$ cat src/hw/rtl/ppmfd_pkg.sv
// Shared types and constants of the PPM frame decoder.
// No dependencies; used by every module of the block.
package ppmfd_pkg;

  localparam int CHANNEL_SLOTS = 8;
  localparam int MaxResults    = 8;

  localparam int SLOT_W = (CHANNEL_SLOTS > 1) ? $clog2(CHANNEL_SLOTS) : 1;
  localparam int CNT_W  = $clog2(CHANNEL_SLOTS + 1);

  localparam int QDEPTH = 4;
  localparam int QPTR_W = $clog2(QDEPTH);
  localparam int QCNT_W = $clog2(QDEPTH + 1);

  localparam logic [15:0] SYNC_GAP_RST  = 16'd10000;
  localparam logic [15:0] PULSE_MIN_RST = 16'd1050;
  localparam logic [15:0] PULSE_MAX_RST = 16'd1950;
  localparam logic [3:0]  EXP_CH_RST    = 4'd8;

  typedef enum logic [1:0] {
    CFG_SYNC_GAP  = 2'd0,
    CFG_PULSE_MIN = 2'd1,
    CFG_PULSE_MAX = 2'd2,
    CFG_EXP_CH    = 2'd3
  } cfg_idx_t;

  typedef struct packed {
    logic [15:0] sync_gap;
    logic [15:0] pulse_min;
    logic [15:0] pulse_max;
  } win_cfg_t;

  typedef enum logic [1:0] {
    KIND_PULSE = 2'd0,
    KIND_BAD   = 2'd1,
    KIND_SYNC  = 2'd2
  } kind_t;

  typedef struct packed {
    kind_t       kind;
    logic [15:0] value;
  } edge_rec_t;

endpackage

$ cat src/hw/rtl/ppm_frame_decoder_unit.sv
// Top level of the PPM frame decoder: configuration registers, front end,
// record queue and back end. Depends on ppmfd_pkg and all ppmfd_* modules.
//
// One edge timestamp is taken per clock cycle while the queue is not full. The
// front end classifies the edge in the cycle it is accepted and writes it into a
// four-deep queue; the back end retires one queued edge per cycle while no frame
// drains. An accepted frame drains at one result beat per cycle while the consumer
// keeps popping; edges meanwhile collect in the queue, and in_full rises only
// when the queue is full. A closing edge passes through the queue and sets the
// drain flag before the first result is loaded. Results sit in an output register,
// so a stalled consumer stops the drain but not the intake until the queue fills.
module ppm_frame_decoder_unit (
  input  logic        clk,
  input  logic        rst_n,
  input  logic        in_push,
  output logic        in_full,
  input  logic [31:0] in_edge_time,
  output logic        out_empty,
  input  logic        out_pop,
  output logic [2:0]  out_channel_index,
  output logic [15:0] out_channel_value,
  output logic        out_last_channel,
  input  logic        cfg_wr_en,
  input  logic [1:0]  cfg_index,
  input  logic [15:0] cfg_wr_data
);

  ppmfd_pkg::win_cfg_t  win_r;
  logic [3:0]           exp_ch_r;
  logic                 q_wr, q_full, q_rd, q_empty;
  ppmfd_pkg::edge_rec_t q_wr_rec, q_rd_rec;

  always_ff @(posedge clk) begin
    if (!rst_n) begin
      win_r.sync_gap  <= ppmfd_pkg::SYNC_GAP_RST;
      win_r.pulse_min <= ppmfd_pkg::PULSE_MIN_RST;
      win_r.pulse_max <= ppmfd_pkg::PULSE_MAX_RST;
      exp_ch_r        <= ppmfd_pkg::EXP_CH_RST;
    end else if (cfg_wr_en) begin
      unique case (ppmfd_pkg::cfg_idx_t'(cfg_index))
        ppmfd_pkg::CFG_SYNC_GAP:  win_r.sync_gap  <= cfg_wr_data;
        ppmfd_pkg::CFG_PULSE_MIN: win_r.pulse_min <= cfg_wr_data;
        ppmfd_pkg::CFG_PULSE_MAX: win_r.pulse_max <= cfg_wr_data;
        ppmfd_pkg::CFG_EXP_CH:    exp_ch_r        <= cfg_wr_data[3:0];
        default: ;
      endcase
    end
  end

  ppmfd_front u_front (
    .clk          (clk),
    .rst_n        (rst_n),
    .in_push      (in_push),
    .in_full      (in_full),
    .in_edge_time (in_edge_time),
    .win_cfg      (win_r),
    .q_wr         (q_wr),
    .q_rec        (q_wr_rec),
    .q_full       (q_full)
  );

  ppmfd_queue u_queue (
    .clk    (clk),
    .rst_n  (rst_n),
    .wr     (q_wr),
    .wr_rec (q_wr_rec),
    .full   (q_full),
    .rd     (q_rd),
    .rd_rec (q_rd_rec),
    .empty  (q_empty)
  );

  ppmfd_back u_back (
    .clk               (clk),
    .rst_n             (rst_n),
    .q_empty           (q_empty),
    .q_rec             (q_rd_rec),
    .q_rd              (q_rd),
    .expected_channels (exp_ch_r),
    .out_empty         (out_empty),
    .out_pop           (out_pop),
    .out_channel_index (out_channel_index),
    .out_channel_value (out_channel_value),
    .out_last_channel  (out_last_channel)
  );

endmodule

$ cat src/hw/rtl/ppmfd_front.sv
// Front end: takes edge timestamps, measures the interval and classifies it.
// Depends on ppmfd_pkg; feeds ppmfd_queue.
module ppmfd_front (
  input  logic                 clk,
  input  logic                 rst_n,
  input  logic                 in_push,
  output logic                 in_full,
  input  logic [31:0]          in_edge_time,
  input  ppmfd_pkg::win_cfg_t  win_cfg,
  output logic                 q_wr,
  output ppmfd_pkg::edge_rec_t q_rec,
  input  logic                 q_full
);

  // only the low half of the previous timestamp matters for a 16-bit interval
  logic [15:0] prev_r, prev_nxt;
  logic [15:0] interval;
  logic        accept;

  assign accept   = in_push && !q_full;
  assign in_full  = q_full;
  assign q_wr     = accept;
  assign interval = in_edge_time[15:0] - prev_r;
  assign prev_nxt = accept ? in_edge_time[15:0] : prev_r;

  always_comb begin
    q_rec.value = interval;
    if (interval > win_cfg.sync_gap) begin
      q_rec.kind = ppmfd_pkg::KIND_SYNC;
    end else if (interval > win_cfg.pulse_min && interval < win_cfg.pulse_max) begin
      q_rec.kind = ppmfd_pkg::KIND_PULSE;
    end else begin
      q_rec.kind = ppmfd_pkg::KIND_BAD;
    end
  end

  always_ff @(posedge clk) begin
    if (!rst_n) begin
      prev_r <= '0;
    end else begin
      prev_r <= prev_nxt;
    end
  end

endmodule

$ cat src/hw/rtl/ppmfd_queue.sv
// Short queue of classified edge records between front and back end.
// Depends on ppmfd_pkg.
module ppmfd_queue (
  input  logic                 clk,
  input  logic                 rst_n,
  input  logic                 wr,
  input  ppmfd_pkg::edge_rec_t wr_rec,
  output logic                 full,
  input  logic                 rd,
  output ppmfd_pkg::edge_rec_t rd_rec,
  output logic                 empty
);

  ppmfd_pkg::edge_rec_t             mem_r [ppmfd_pkg::QDEPTH];
  logic [ppmfd_pkg::QPTR_W-1:0]     wr_ptr_r, wr_ptr_nxt;
  logic [ppmfd_pkg::QPTR_W-1:0]     rd_ptr_r, rd_ptr_nxt;
  logic [ppmfd_pkg::QCNT_W-1:0]     cnt_r, cnt_nxt;
  logic                             do_wr, do_rd;

  assign full   = (cnt_r == ppmfd_pkg::QCNT_W'(ppmfd_pkg::QDEPTH));
  assign empty  = (cnt_r == '0);
  assign do_wr  = wr && !full;
  assign do_rd  = rd && !empty;
  assign rd_rec = mem_r[rd_ptr_r];

  always_comb begin
    wr_ptr_nxt = wr_ptr_r;
    rd_ptr_nxt = rd_ptr_r;
    cnt_nxt    = cnt_r;
    if (do_wr) begin
      wr_ptr_nxt = (wr_ptr_r == ppmfd_pkg::QPTR_W'(ppmfd_pkg::QDEPTH - 1)) ?
                   '0 : wr_ptr_r + 1'b1;
    end
    if (do_rd) begin
      rd_ptr_nxt = (rd_ptr_r == ppmfd_pkg::QPTR_W'(ppmfd_pkg::QDEPTH - 1)) ?
                   '0 : rd_ptr_r + 1'b1;
    end
    if (do_wr && !do_rd) begin
      cnt_nxt = cnt_r + 1'b1;
    end else if (do_rd && !do_wr) begin
      cnt_nxt = cnt_r - 1'b1;
    end
  end

  always_ff @(posedge clk) begin
    if (!rst_n) begin
      wr_ptr_r <= '0;
      rd_ptr_r <= '0;
      cnt_r    <= '0;
    end else begin
      wr_ptr_r <= wr_ptr_nxt;
      rd_ptr_r <= rd_ptr_nxt;
      cnt_r    <= cnt_nxt;
    end
  end

  always_ff @(posedge clk) begin
    if (do_wr) begin
      mem_r[wr_ptr_r] <= wr_rec;
    end
  end

  a_cnt_bound: assert property (@(posedge clk) disable iff (!rst_n)
    cnt_r <= ppmfd_pkg::QCNT_W'(ppmfd_pkg::QDEPTH))
    else $error("queue fill count beyond depth");

  a_ptr_gap: assert property (@(posedge clk) disable iff (!rst_n)
    (cnt_r == '0 || cnt_r == ppmfd_pkg::QCNT_W'(ppmfd_pkg::QDEPTH)) |->
    (wr_ptr_r == rd_ptr_r))
    else $error("queue pointers disagree with fill count");

endmodule

$ cat src/hw/rtl/ppmfd_back.sv
// Back end: collects pulses of a frame, checks the frame at the sync gap and
// drains an accepted frame one channel per beat. Depends on ppmfd_pkg.
module ppmfd_back (
  input  logic                 clk,
  input  logic                 rst_n,
  input  logic                 q_empty,
  input  ppmfd_pkg::edge_rec_t q_rec,
  output logic                 q_rd,
  input  logic [3:0]           expected_channels,
  output logic                 out_empty,
  input  logic                 out_pop,
  output logic [2:0]           out_channel_index,
  output logic [15:0]          out_channel_value,
  output logic                 out_last_channel
);

  logic [15:0]                 store_r [ppmfd_pkg::CHANNEL_SLOTS];
  logic [ppmfd_pkg::CNT_W-1:0]  count_r, count_nxt;
  logic                        failed_r, failed_nxt;
  logic                        emit_r, emit_nxt;
  logic [ppmfd_pkg::SLOT_W-1:0] idx_r, idx_nxt;
  logic [ppmfd_pkg::SLOT_W-1:0] last_idx_r, last_idx_nxt;
  logic                        out_valid_r, out_valid_nxt;
  logic [2:0]                  out_idx_r, out_idx_nxt;
  logic [15:0]                 out_val_r, out_val_nxt;
  logic                        out_last_r, out_last_nxt;
  logic                        take, can_load, load, store_wr, frame_ok;

  assign take      = !emit_r && !q_empty;
  assign q_rd      = take;
  assign can_load  = !out_valid_r || out_pop;
  assign load      = emit_r && can_load;
  assign store_wr  = take && q_rec.kind == ppmfd_pkg::KIND_PULSE &&
                     int'(count_r) < ppmfd_pkg::CHANNEL_SLOTS;
  assign frame_ok  = !failed_r && int'(count_r) == int'(expected_channels) &&
                     int'(count_r) <= ppmfd_pkg::MaxResults && count_r != '0;

  always_comb begin
    count_nxt     = count_r;
    failed_nxt    = failed_r;
    emit_nxt      = emit_r;
    idx_nxt       = idx_r;
    last_idx_nxt  = last_idx_r;
    out_valid_nxt = out_valid_r;
    out_idx_nxt   = out_idx_r;
    out_val_nxt   = out_val_r;
    out_last_nxt  = out_last_r;

    if (out_valid_r && out_pop) begin
      out_valid_nxt = 1'b0;
    end

    if (take) begin
      unique case (q_rec.kind)
        ppmfd_pkg::KIND_PULSE: begin
          if (store_wr) begin
            count_nxt = count_r + 1'b1;
          end else begin
            failed_nxt = 1'b1;
          end
        end
        ppmfd_pkg::KIND_SYNC: begin
          // store holds still while the frame drains: no pops until done
          if (frame_ok) begin
            emit_nxt     = 1'b1;
            idx_nxt      = '0;
            last_idx_nxt = ppmfd_pkg::SLOT_W'(count_r - 1'b1);
          end
          count_nxt  = '0;
          failed_nxt = 1'b0;
        end
        default: begin
          failed_nxt = 1'b1;
        end
      endcase
    end

    if (load) begin
      out_valid_nxt = 1'b1;
      out_idx_nxt   = 3'(idx_r);
      out_val_nxt   = store_r[idx_r];
      out_last_nxt  = (idx_r == last_idx_r);
      if (idx_r == last_idx_r) begin
        emit_nxt = 1'b0;
      end else begin
        idx_nxt = idx_r + 1'b1;
      end
    end
  end

  always_ff @(posedge clk) begin
    if (!rst_n) begin
      count_r     <= '0;
      failed_r    <= 1'b0;
      emit_r      <= 1'b0;
      out_valid_r <= 1'b0;
    end else begin
      count_r     <= count_nxt;
      failed_r    <= failed_nxt;
      emit_r      <= emit_nxt;
      out_valid_r <= out_valid_nxt;
    end
  end

  always_ff @(posedge clk) begin
    idx_r      <= idx_nxt;
    last_idx_r <= last_idx_nxt;
    out_idx_r  <= out_idx_nxt;
    out_val_r  <= out_val_nxt;
    out_last_r <= out_last_nxt;
    if (store_wr) begin
      store_r[count_r[ppmfd_pkg::SLOT_W-1:0]] <= q_rec.value;
    end
  end

  assign out_empty         = !out_valid_r;
  assign out_channel_index = out_idx_r;
  assign out_channel_value = out_val_r;
  assign out_last_channel  = out_last_r;

  a_count_bound: assert property (@(posedge clk) disable iff (!rst_n)
    int'(count_r) <= ppmfd_pkg::CHANNEL_SLOTS)
    else $error("pulse count beyond store size");

  a_no_pop_drain: assert property (@(posedge clk) disable iff (!rst_n)
    emit_r |-> !q_rd)
    else $error("queue popped while a frame drains");

  a_last_ends: assert property (@(posedge clk) disable iff (!rst_n)
    (load && idx_r == last_idx_r) |=> (!emit_r && out_valid_r && out_last_r))
    else $error("drain did not end on the last channel");

  a_drain_clean: assert property (@(posedge clk) disable iff (!rst_n)
    emit_r |-> (count_r == '0 && !failed_r))
    else $error("frame state not cleared while draining");

endmodule
$ cat config.mk
export PLATFORM = sky130hd
export DESIGN_NAME = ppm_frame_decoder_unit
export DESIGN_NICKNAME = d
export VERILOG_FILES = /design/src/hw/rtl/ppmfd_pkg.sv /design/src/hw/rtl/ppm_frame_decoder_unit.sv /design/src/hw/rtl/ppmfd_front.sv /design/src/hw/rtl/ppmfd_queue.sv /design/src/hw/rtl/ppmfd_back.sv
export SDC_FILE = /design/constraint.sdc
export NUM_CORES = 1
export LEC_CHECK = 0
export BUFFER_PORTS_ARGS = -buffer_cell sky130_fd_sc_hd__buf_4
export CORE_ASPECT_RATIO = 0.8
export CORE_MARGIN = 2
export CORE_UTILIZATION = 45
export DETAILED_ROUTE_END_ITERATION = 16
export RECOVER_POWER = 25
export SYNTH_ARGS = -nofsm -noshare
export SYNTH_HDL_FRONTEND = slang
export SYNTH_SLANG_ARGS = --single-unit
$ cat constraint.sdc
create_clock -name clk -period 8.9 [get_ports clk]
set_input_delay 1.335 -clock clk [delete_from_list [all_inputs] [get_ports clk]]
set_output_delay 1.335 -clock clk [all_outputs]
set_load 0.01 [all_outputs]
==> impl_metrics.tcl <==
set metrics [dict create \
    wirelength_um 26770 \
    cts.repair.resized 0 \
    synth_edf_count 223 \
    wl_per_cell_um 17.99 \
    fin_skew_ps 13.82 \
    critical_path.startpoint "in_edge_time[0]" \
    final-hold-violation-count 0 \
    ys.warnings.count 0 \
    clock-sinks 310 \
    post-cts-setup-buffer-count 0 \
    tightest_slew_ps 3278 \
    drcViolationCount 0 \
    layout_min_cycle_time_ps 4944 \
    dp_hpwl_um 17280 \
    r2r-start "u_front.prev_r[0]$_SDFFE_PN0P_" \
    cts_buffer_depth 3 \
    io_pins 77 \
    crit_path_max_fanout 7 \
    drt-initial-drc-count 457 \
    rsz0062_at_grt "no" \
    worstPathCellList "clkbuf_1 -> inv_1 -> ha_1 -> inv_1 -> fa_1 -> a21oi_1 -> o21ai_1 -> o21ai_1 -> o311ai_1 -> o41ai_1 -> xnor2_1 -> ha_1 -> nand4_1 -> nor3_1 -> a41oi_1 -> nand2_1 -> a31oi_1 -> a221oi_1" \
    min_from "u_back.idx_r[1]$_DFF_P_" \
    initial_utilization_pct 45.97 \
    syn_area_um2 13560 \
    grt_pass1_vias 7554 \
    area_delta_synth_final_pct 14.77 \
    place_congestion 0.7948 \
    track_usage_pct 17.46 \
    htreeDepth 1 \
    hold_path.class "reg2reg" \
    io_buffers 60 \
    violations "max-capacitance violations, max-slew violations" \
    cp-end-kind "register" \
    drtAntennaViolNets 0 \
    antenna_found_initial 0 \
    num_vias 7690 \
    power_leakage_uw 0.005568 \
    critPathLaunchType "input pin" \
    rows 56 \
    powerDensity_nw_per_um2 267.1 \
    cts_hold_buf 0 \
    maxSlewViolCount 82 \
    synthArstFlopShare_pct 0 \
    overflow 0 \
    critical-path-max-stage-delay_ps 450 \
    layout_common_cells "223 x edfxtp_1, 139 x nand2_1, 87 x dfxtp_1" \
    max_freq_ghz 0.2023 \
    n_fill_cell 2494 \
    worst_skew_pair.late_latency_ps 580 \
    cts_buffers 31 \
    critPathKind "in2reg" \
    drive_above_1_share_pct 17.84 \
    max_cap_violations 1 \
    ys_seq_area_share_pct 62.23 \
    ir_drop_v 0.0001462 \
    die_y_um 159.3 \
    worst-r2r-setup-slack_ps 4560 \
    final_common_cell "edfxtp_1" \
    seq_area_um2 8438 \
    viasPerCell 5.168 \
    tns_ps 0 \
    clk_pin_slew_worst_paths_ps 60 \
    core-area_um2 29500 \
    synth-seq-cells 310 \
    cts_tree "yes" \
    drt_pre_antenna_iters 5 \
    holdWs_ps 430.3 \
    die_w_um 198.1 \
    slowest_stage "a221oi_1" \
    multi_input_area_um2 4671 \
    slew_headroom_pct -118.6 \
    synthFlopType "edfxtp_1" \
    synthCells 987 \
    status "finished with violations" \
    final-setup-viol-count 0 \
    grt_max_degree 82 \
    synth_fp_nets 1115 \
    grt_pass1_wl_um 42540 \
    antenna_cells 0 \
    synth_cell_types 56 \
    layout.nets 1185 \
    cp.arrival_ps 5270 \
    critPathRequiredTime_ps 9220 \
    synth.avg_cell_area_um2 13.74 \
    finalCritPeriodShare_pct 55.55 \
    root_buffer "clkbuf_16" \
    die-area_um2 31550 \
]
-- final cells by class --
class	count	area share, %
inverters	81	1.954
clock inverters	15	1.439
flip-flops and latches	310	54.22
well taps	406	3.264
clock buffers	43	5.467
repair buffers	77	3.642
multi-input cells	556	30.01
-- power by group --
group / internal, uW / switching (uW) / total [uW]
sequential: 1810 / 65.9 / 1880
clock: 816 / 549 / 1370
combinational: 379 / 532 / 911
total: 3010 / 1150 / 4160
-- cells in the mapped netlist, types with 11 or more instances --
cell type / n / area [um^2]
ha_1: 71 / 888.4
mux4_2: 45 / 1013
o21ai_0: 14 / 70.07
clkbuf_1: 33 / 123.9
nor2_1: 20 / 75.07
nand2_1: 139 / 521.8
nand4_1: 11 / 68.82
a21boi_0: 52 / 390.4
inv_1: 81 / 304.0
mux2_2: 16 / 180.2
nor2b_1: 13 / 81.33
o211ai_1: 18 / 135.1
a21o_1: 15 / 112.6
a21oi_1: 29 / 145.1
xnor2_1: 15 / 131.4
dfxtp_1: 87 / 1742
edfxtp_1: 223 / 6696
-- registers in the layout, indices dropped and copies added, names as in the netlist, named ones only --
name                      cells
u_back.count_r                4
exp_ch_r                      4
win_r                        48
u_queue.cnt_r                 3
u_queue.wr_ptr_r              2
u_back.out_last_channel       1
u_queue.rd_ptr_r              2
u_front.prev_r               16
u_back.out_valid_r            1
u_back.store_r              128
u_back.emit_r                 1
u_back.failed_r               1
u_queue.mem_r                72
u_back.last_idx_r             3
u_back.out_channel_index      3
u_back.out_channel_value     16
u_back.idx_r                  3
-- worst max-delay path: cells and delay by family --
kind / cells / cell delay, ps
AND/OR/NAND/NOR: 3 / 650
adder cells (fa/ha/maj): 3 / 980
buffers and inverters: 3 / 240
AO/OA/AOI/OAI: 8 / 1720
XOR/XNOR: 1 / 340
-- per-layer routing --
| layer | GRT usage (%) | share of wire, % |
|---|---|---|
| met1 | 25.79 | 49 |
| met2 | 27.30 | 46 |
| met3 | 2.754 | 3.3 |
| met4 | 3.999 | 1.7 |
| met5 | 0 | 0 |
-- through the flow --
step	worst slack [ps]	utilization [%]	cells	cell area, um^2	total power [uW]
after floorplan	4241	-	987	13560	2540
after global placement	3478	49.16	1430	14500	2803
after detailed placement	3395	49.16	1430	14500	2829
after CTS	3984	52.80	1488	15570	4202
after global routing	3545	52.76	1488	15560	4369
final	3956	52.76	1488	15560	4156
-- worst paths after layout --
path / depth (start not counted) / end
max reg2reg: 16 / u_queue.mem_r[2][16]$_DFFE_PP_
min reg2reg: 0 / u_back.out_channel_index[1]$_DFFE_PP_
min: 0 / u_back.out_channel_index[1]$_DFFE_PP_
max: 18 / u_queue.mem_r[2][16]$_DFFE_PP_
-- kinds of logic (layout without fill, tap and decap cells) --
logic type | Yosys count | count (layout) | synth area share [%]
muxes | 71 | 71 | 10.14
adders and majority gates | 73 | 73 | 6.847
buffers and inverters | 121 | 216 | 3.433
xor gates and xnor gates | 24 | 24 | 1.550
DFF | 310 | 310 | 62.23
and+or+nand+nor | 233 | 233 | 7.954
AOI/OAI and AO/OA | 155 | 155 | 7.844
Note: power is estimated with default switching activity, not from simulation.
